===== src/rtl/crc16ab_pkg.sv =====
`default_nettype none

package crc16ab_pkg;

    localparam int unsigned CRC_W      = 16;
    localparam int unsigned BYTE_W     = 8;
    localparam int unsigned FLUSH_BITS = 16;

    localparam logic [CRC_W-1:0] POLY_RESET = 16'h1021;
    localparam logic [CRC_W-1:0] INIT_RESET = 16'h0000;

    typedef logic [CRC_W-1:0]  t_crc;
    typedef logic [BYTE_W-1:0] t_byte;

    // configuration register indexes
    typedef enum logic [0:0] {
        CFG_POLYNOMIAL    = 1'b0,
        CFG_INITIAL_VALUE = 1'b1
    } t_cfg_idx;

    typedef struct packed {
        t_crc polynomial;
        t_crc initial_value;
    } t_cfg;

    // request held in the input register
    typedef struct packed {
        logic  valid;
        logic  last_byte;
        t_byte data_byte;
    } t_item;

    // one shift of the augmented register
    function automatic t_crc crc_shift_bit(input t_crc reg_in, input logic bit_in,
                                           input t_crc poly);
        t_crc nxt;
        nxt = {reg_in[CRC_W-2:0], bit_in};
        if (reg_in[CRC_W-1]) begin
            nxt = nxt ^ poly;
        end
        return nxt;
    endfunction

    // eight data bits, most significant first
    function automatic t_crc crc_shift_byte(input t_crc reg_in, input t_byte data,
                                            input t_crc poly);
        t_crc acc;
        acc = reg_in;
        for (int i = BYTE_W - 1; i >= 0; i--) begin
            acc = crc_shift_bit(acc, data[i], poly);
        end
        return acc;
    endfunction

    // zero flush at message end
    function automatic t_crc crc_flush(input t_crc reg_in, input t_crc poly);
        t_crc acc;
        acc = reg_in;
        for (int i = 0; i < FLUSH_BITS; i++) begin
            acc = crc_shift_bit(acc, 1'b0, poly);
        end
        return acc;
    endfunction

endpackage

`default_nettype wire


===== src/rtl/crc16ab_if.sv =====
`default_nettype none

// message byte channel
interface crc16ab_byte_if;
    import crc16ab_pkg::*;
    logic  valid;
    logic  ready;
    t_byte data_byte;
    logic  last_byte;
    modport source (output valid, output data_byte, output last_byte, input ready);
    modport sink   (input valid, input data_byte, input last_byte, output ready);
endinterface

// crc result channel
interface crc16ab_crc_if;
    import crc16ab_pkg::*;
    logic valid;
    logic ready;
    t_crc crc_value;
    logic is_final;
    modport source (output valid, output crc_value, output is_final, input ready);
    modport sink   (input valid, input crc_value, input is_final, output ready);
endinterface

// configuration write channel
interface crc16ab_cfg_if;
    import crc16ab_pkg::*;
    logic     valid;
    logic     ready;
    t_cfg_idx index;
    t_crc     data;
    modport source (output valid, output index, output data, input ready);
    modport sink   (input valid, input index, input data, output ready);
endinterface

`default_nettype wire


===== src/rtl/crc16_augmented_byte_stream.sv =====
// Augmented CRC-16 over a byte stream, polynomial and seed configurable.
// i_byte: one message byte per request, most significant bit first;
//   last_byte marks the end of a message and adds the 16-bit zero flush.
// o_crc: one result per byte: the running register, or with is_final set
//   the finished message CRC. The register reseeds after a final byte.
// i_cfg: index 0 polynomial (reset 0x1021), index 1 initial value
//   (reset 0x0000); always ready, write only while the stream is idle.
// An accepted byte is held in the input register, then passes the shift
//   and flush network into the result register. Throughput is one byte
//   per cycle while o_crc does not stall, set by the XOR network that
//   also updates the running register.
// When o_crc stalls, one result waits in the result register and one
//   byte in the input register; i_byte.ready then drops until o_crc moves.
// Synchronous active-low reset empties both registers, restores the
//   configuration defaults and starts a fresh message.
`default_nettype none

module crc16_augmented_byte_stream (
    input  wire             i_clk,
    input  wire             i_rst_n,
    crc16ab_byte_if.sink    i_byte,
    crc16ab_cfg_if.sink     i_cfg,
    crc16ab_crc_if.source   o_crc
);
    import crc16ab_pkg::*;

    t_cfg  w_cfg;
    t_item w_item;
    logic  w_advance;

    // configuration registers
    crc16ab_cfg_regs u_cfg_regs (
        .i_clk   (i_clk),
        .i_rst_n (i_rst_n),
        .i_cfg   (i_cfg),
        .o_cfg   (w_cfg)
    );

    // input register
    crc16ab_in_reg u_in_reg (
        .i_clk     (i_clk),
        .i_rst_n   (i_rst_n),
        .i_byte    (i_byte),
        .i_advance (w_advance),
        .o_item    (w_item)
    );

    // crc network, running register and result register
    crc16ab_datapath u_datapath (
        .i_clk     (i_clk),
        .i_rst_n   (i_rst_n),
        .i_item    (w_item),
        .i_cfg     (w_cfg),
        .o_crc     (o_crc),
        .o_advance (w_advance)
    );

endmodule

`default_nettype wire


===== src/rtl/crc16ab_cfg_regs.sv =====
`default_nettype none

module crc16ab_cfg_regs (
    input  wire                 i_clk,
    input  wire                 i_rst_n,
    crc16ab_cfg_if.sink         i_cfg,
    output crc16ab_pkg::t_cfg   o_cfg
);
    import crc16ab_pkg::*;

    t_cfg r_cfg;
    t_cfg n_cfg;

    // writes are always taken
    assign i_cfg.ready = 1'b1;

    // register write decode
    always_comb begin
        n_cfg = r_cfg;
        if (i_cfg.valid) begin
            unique case (i_cfg.index)
                CFG_POLYNOMIAL:    n_cfg.polynomial    = i_cfg.data;
                CFG_INITIAL_VALUE: n_cfg.initial_value = i_cfg.data;
                default:           n_cfg = r_cfg;
            endcase
        end
    end

    always_ff @(posedge i_clk) begin
        if (!i_rst_n) begin
            r_cfg.polynomial    <= POLY_RESET;
            r_cfg.initial_value <= INIT_RESET;
        end else begin
            r_cfg <= n_cfg;
        end
    end

    assign o_cfg = r_cfg;

endmodule

`default_nettype wire


===== src/rtl/crc16ab_in_reg.sv =====
`default_nettype none

module crc16ab_in_reg (
    input  wire                  i_clk,
    input  wire                  i_rst_n,
    crc16ab_byte_if.sink         i_byte,
    input  wire                  i_advance,
    output crc16ab_pkg::t_item   o_item
);
    import crc16ab_pkg::*;

    t_item r_item;
    t_item n_item;
    logic  w_ready;

    // free, or emptying into the result register this cycle
    assign w_ready      = !r_item.valid || i_advance;
    assign i_byte.ready = w_ready;

    always_comb begin
        n_item = r_item;
        if (w_ready) begin
            n_item.valid     = i_byte.valid;
            n_item.data_byte = i_byte.data_byte;
            n_item.last_byte = i_byte.last_byte;
        end
    end

    always_ff @(posedge i_clk) begin
        if (!i_rst_n) begin
            r_item.valid <= 1'b0;
        end else begin
            r_item.valid <= n_item.valid;
        end
        r_item.data_byte <= n_item.data_byte;
        r_item.last_byte <= n_item.last_byte;
    end

    assign o_item = r_item;

endmodule

`default_nettype wire


===== src/rtl/crc16ab_datapath.sv =====
`default_nettype none

module crc16ab_datapath (
    input  wire                  i_clk,
    input  wire                  i_rst_n,
    input  crc16ab_pkg::t_item   i_item,
    input  crc16ab_pkg::t_cfg    i_cfg,
    crc16ab_crc_if.source        o_crc,
    output logic                 o_advance
);
    import crc16ab_pkg::*;

    logic r_out_valid;
    logic n_out_valid;
    t_crc r_crc;
    t_crc n_crc;
    logic r_final;
    logic n_final;
    t_crc r_shift;
    t_crc n_shift;
    logic r_in_msg;
    logic n_in_msg;

    t_crc w_start;
    t_crc w_data_res;
    t_crc w_flush_res;

    // result register can take a new request
    assign o_advance = !r_out_valid || o_crc.ready;

    // register at message start comes from the configured seed
    assign w_start     = r_in_msg ? r_shift : i_cfg.initial_value;
    assign w_data_res  = crc_shift_byte(w_start, i_item.data_byte, i_cfg.polynomial);
    assign w_flush_res = crc_flush(w_data_res, i_cfg.polynomial);

    // next state of result and running register
    always_comb begin
        n_out_valid = r_out_valid;
        n_crc       = r_crc;
        n_final     = r_final;
        n_shift     = r_shift;
        n_in_msg    = r_in_msg;
        if (o_advance) begin
            n_out_valid = i_item.valid;
            if (i_item.valid) begin
                n_crc    = i_item.last_byte ? w_flush_res : w_data_res;
                n_final  = i_item.last_byte;
                n_shift  = w_data_res;
                n_in_msg = !i_item.last_byte;
            end
        end
    end

    always_ff @(posedge i_clk) begin
        if (!i_rst_n) begin
            r_out_valid <= 1'b0;
            r_in_msg    <= 1'b0;
        end else begin
            r_out_valid <= n_out_valid;
            r_in_msg    <= n_in_msg;
        end
        r_crc   <= n_crc;
        r_final <= n_final;
        r_shift <= n_shift;
    end

    assign o_crc.valid     = r_out_valid;
    assign o_crc.crc_value = r_crc;
    assign o_crc.is_final  = r_final;

endmodule

`default_nettype wire


===== src/flat_wrapper.sv =====
// flat-port wrapper written by rule: the top's interface ports become plain ports
module crc16_augmented_byte_stream_flat import crc16ab_pkg::*;
  (i_clk, i_rst_n, i_byte_valid, i_byte_data_byte, i_byte_last_byte, i_byte_ready, i_cfg_valid, i_cfg_index, i_cfg_data, i_cfg_ready, o_crc_valid, o_crc_crc_value, o_crc_is_final, o_crc_ready);
  crc16ab_byte_if i_byte_i ();
  crc16ab_cfg_if i_cfg_i ();
  crc16ab_crc_if o_crc_i ();
  input  wire i_clk;
  input  wire i_rst_n;
  input wire logic [$bits(i_byte_i.valid)-1:0] i_byte_valid;
  input wire logic [$bits(i_byte_i.data_byte)-1:0] i_byte_data_byte;
  input wire logic [$bits(i_byte_i.last_byte)-1:0] i_byte_last_byte;
  output wire logic [$bits(i_byte_i.ready)-1:0] i_byte_ready;
  input wire logic [$bits(i_cfg_i.valid)-1:0] i_cfg_valid;
  input wire logic [$bits(i_cfg_i.index)-1:0] i_cfg_index;
  input wire logic [$bits(i_cfg_i.data)-1:0] i_cfg_data;
  output wire logic [$bits(i_cfg_i.ready)-1:0] i_cfg_ready;
  output wire logic [$bits(o_crc_i.valid)-1:0] o_crc_valid;
  output wire logic [$bits(o_crc_i.crc_value)-1:0] o_crc_crc_value;
  output wire logic [$bits(o_crc_i.is_final)-1:0] o_crc_is_final;
  input wire logic [$bits(o_crc_i.ready)-1:0] o_crc_ready;
  assign i_byte_i.valid = i_byte_valid;
  assign i_byte_i.data_byte = i_byte_data_byte;
  assign i_byte_i.last_byte = i_byte_last_byte;
  assign i_byte_ready = i_byte_i.ready;
  assign i_cfg_i.valid = i_cfg_valid;
  assign i_cfg_i.index = i_cfg_index;
  assign i_cfg_i.data = i_cfg_data;
  assign i_cfg_ready = i_cfg_i.ready;
  assign o_crc_valid = o_crc_i.valid;
  assign o_crc_crc_value = o_crc_i.crc_value;
  assign o_crc_is_final = o_crc_i.is_final;
  assign o_crc_i.ready = o_crc_ready;
  crc16_augmented_byte_stream u_core (.i_clk(i_clk), .i_rst_n(i_rst_n), .i_byte(i_byte_i), .i_cfg(i_cfg_i), .o_crc(o_crc_i));
endmodule

===== config.mk =====
export PLATFORM = sky130hd
export DESIGN_NAME = crc16_augmented_byte_stream_flat
export DESIGN_NICKNAME = d
export VERILOG_FILES = /design/src/rtl/crc16ab_pkg.sv /design/src/rtl/crc16ab_if.sv /design/src/rtl/crc16_augmented_byte_stream.sv /design/src/rtl/crc16ab_cfg_regs.sv /design/src/rtl/crc16ab_in_reg.sv /design/src/rtl/crc16ab_datapath.sv /design/src/flat_wrapper.sv
export SDC_FILE = /design/constraint.sdc
export NUM_CORES = 1
export LEC_CHECK = 0
export BUFFER_PORTS_ARGS = -buffer_cell sky130_fd_sc_hd__buf_2
export CORE_MARGIN = 5
export CORE_UTILIZATION = 55
export CTS_CLUSTER_SIZE = 12
export DETAILED_ROUTE_END_ITERATION = 8
export GPL_TIMING_DRIVEN = 0
export PLACE_DENSITY = 0.8
export SKIP_LAST_GASP = 1
export SYNTH_ARGS = -nofsm -noshare
export SYNTH_HDL_FRONTEND = slang
export SYNTH_SLANG_ARGS = --single-unit

===== constraint.sdc =====
create_clock -name i_clk -period 15.7 [get_ports i_clk]
set_input_delay 1.57 -clock i_clk [delete_from_list [all_inputs] [get_ports i_clk]]
set_output_delay 1.57 -clock i_clk [all_outputs]
set_load 0.03 [all_outputs]

==> metrics.txt <==
status=finished clean; WP data arrival=11.79 ns; First DRT Iteration DRCs=1362; CP endpoint kind=flop; Via Count=12429; Syn Std Cell Area=11100 µm²; Max Clock Skew=0.00727 ns; WHS Path Cells=0; vias in the first global route=11493; Initial DRT Pass Iterations=7; EDFF count, synth=42; NumNets Final=1619; Synth Area in Compound Gates=28.0%; most area-consuming cells after synthesis=xnor2_1 17%, edfxtp_1 11%, nand2_1 11%, dfxtp_1 6.3%, o21ai_0 3.1%; Die Area=23200 µm²; WL per Instance=20.4 µm; CTS buffer count=9; Syn. warnings=0; ANT nets after route=0; worst-margin pin slew=1.07 ns; vias per inst=6.67; n_diodes=0; worst rel slew slack=28.4%; Syn Inst Count=1527; Area Overhead vs Synth=8.17%; DRT Wirelength=38.1 mm; final period utilization=74.4%; RSZ-0062 raised after global routing=no; FFs w/ async S/R, synth=0%; Final Hold Fails=0; Worst path slowest cell=o21ai_1; CTS Hold Bufs=0; top cell type's share of synthesized area=17.0%; HPWL Detailed=29.6 mm; GRT overflow=0; Placer Congestion=0.958; Critical Path Start Type=flop; MaxCap Viol Count=0; WHS Endpoint=u_core.u_datapath.o_crc.is_final; most used cell, CP=xnor2_1; clock latency on the worst-skew pair=0.36 ns; number of buffers added on ports=49; number of synthesized register bits=77; Synth Flop Type=edfxtp_1; # fillers=1893; antenna violations before repair=0; Core Region=20100 µm²; PostCTS Resize Cnt=0; required time of the critical path=15.80 ns; Net Count, Synth=1558; r2r startpoint=u_core.u_datapath.r_shift[15]; Final Setup Violations=0; R2R cell count=38; CTS tree=built; worst hold start=u_core.u_in_reg.o_item[8]; row count=52; Synth cell types=103; Crit Path Max Fanout=10; Yosys top cell by area=xnor2_1; CTS max path bufs=2; Final Max Tran Viols=0; share of layout cells above drive strength 1=9.10%; first-pass GRT wire length=60.2 mm; simple-gate share of the synthesized area=24.3%; crit path time final=11.68 ns; Die Wd=152 µm; Min-Delay Path Class=flop to flop; Reg2Reg Capture Point=u_core.u_datapath.o_crc.crc_value[11]; dpl cell area=11700 µm²; commonest non-fill, non-tap cell in the layout=nand2_1; reg-to-reg slack, setup=4.02 ns; Total GRT Usage=31.4%; setup TNS=0 ns; adder-cell share of the synthesized area=0%; multiplexer area fraction after synthesis=1.87%; Design Area, Final=12000 µm²; critical path type=flop to flop; clk root buf=clkbuf_16; postcts setup bufs=0; io pins=51; Sink Count=77; CTS H-tree depth=3; initial core utilization=55.4%; xor/xnor share of the synthesized area=22.2%; Reg clk slew, reported paths=0.06 ns; residual DRC count=0; commonest cells after routing, fill and taps aside=332 x nand2_1, 216 x xnor2_1, 85 x clkbuf_1; average cell area after synthesis=7.29 µm²; Largest stage delay, worst path=0.67 ns; Max Fclk=85.6 MHz; Die Height=152 µm; Seq/Total Area, Yosys=17.6%; largest family of logic cells by synthesized area=compound AO/OA/AOI/OAI gates; largest net degree at the start of global routing=24
[routing by layer]
layer	global-route usage, %	wire [µm]	vias to the layer above
met5	0	0	-
met4	16.3	2200	0
met3	6.28	3930	175
met2	48.8	16700	780
met1	41.4	15300	5818
li1	-	-	5656
[state kept, by name, indices dropped and copies added (netlist names)]
register / flops
u_core.u_datapath.r_shift: 16
u_core.u_in_reg.o_item: 10
u_core.u_datapath.o_crc.crc_value: 16
u_core.u_datapath.r_in_msg: 1
u_core.u_cfg_regs.o_cfg: 32
u_core.u_datapath.o_crc.is_final: 1
u_core.u_datapath.o_crc.valid: 1
[final cells by class]
cell class | instances | area, µm² | area share, %
plain buffers | 133 | 564 | 4.69
clock buffers | 10 | 250 | 2.08
clock inverters | 6 | 48.8 | 0.405
inverters | 26 | 100 | 0.831
multi-input cells | 1291 | 8520 | 70.7
flip-flops and latches | 77 | 1960 | 16.3
well taps | 270 | 338 | 2.80
repair buffers | 50 | 265 | 2.20
[cell families (layout without fill, tap and decap cells)]
group,count (synthesis),in the layout
simple gates,587,587
other cells,1,1
mux,18,18
xor+xnor,265,265
buf+inv,159,225
compound gates,420,420
flops,77,77
[Yosys cell counts, types with 6 or more instances]
cell type and instances:
a211o_1 15, a211oi_1 15, a21boi_0 30, a21o_1 11, a21oi_1 47, a221o_1 7, a311o_1 8, a311oi_1 7
a31oi_1 19, a32oi_1 32, and2_1 14, and3_1 9, and4_1 16, buf_1 19, buf_2 22, clkbuf_1 85
dfxtp_1 35, edfxtp_1 42, inv_1 21, mux2i_1 14, nand2_1 332, nand2b_1 8, nand3_1 48, nand4_1 20
nor2_1 66, nor3_1 19, nor4_1 8, o2111ai_1 12, o211a_1 10, o211ai_1 36, o21ai_0 68, o21ai_1 6
o22ai_1 17, o31ai_1 9, or3_1 11, or4_1 6, xnor2_1 216, xor2_1 36
[worst max path at each step]
stage	start	end	slack, ns	cells past startpoint
floorplan	u_core.u_datapath.r_shift[15]	u_core.u_datapath.o_crc.crc_value[10]	6.39	40
global placement	u_core.u_datapath.r_shift[15]	u_core.u_datapath.o_crc.crc_value[12]	4.59	38
detailed placement	u_core.u_datapath.r_shift[15]	u_core.u_datapath.o_crc.crc_value[11]	4.51	38
CTS	u_core.u_datapath.r_shift[15]	u_core.u_datapath.o_crc.crc_value[11]	4.43	38
global route	u_core.u_datapath.r_shift[15]	u_core.u_datapath.o_crc.crc_value[11]	3.35	38
finish	u_core.u_datapath.r_shift[15]	u_core.u_datapath.o_crc.crc_value[11]	4.02	38
[per-stage QoR]
step           std cells  hold WS (ns)  utilization (%)  setup slack [ns]
2_1_floorplan       1527         0.424                -              6.39
3_3_place_gp        1846         0.446             58.3              4.59
3_5_place_dp        1847         0.439             58.4              4.51
4_1_cts             1863         0.465             59.9              4.43
5_1_grt             1863         0.478             59.9              3.35
6_report            1863         0.474             59.9              4.02
[critical path: cells and delay by family (launching register included)]
family,cells,cell delay (ns)
buffers and inverters,6,1.30
AO/OA/AOI/OAI,15,4.51
multiplexers,1,0.41
XOR/XNOR,7,2.16
AND/OR/NAND/NOR,9,2.56
flip-flops,1,0.44
Power is not shown: default switching activity piles up to over one toggle a cycle in this logic, so the estimate is an artifact.
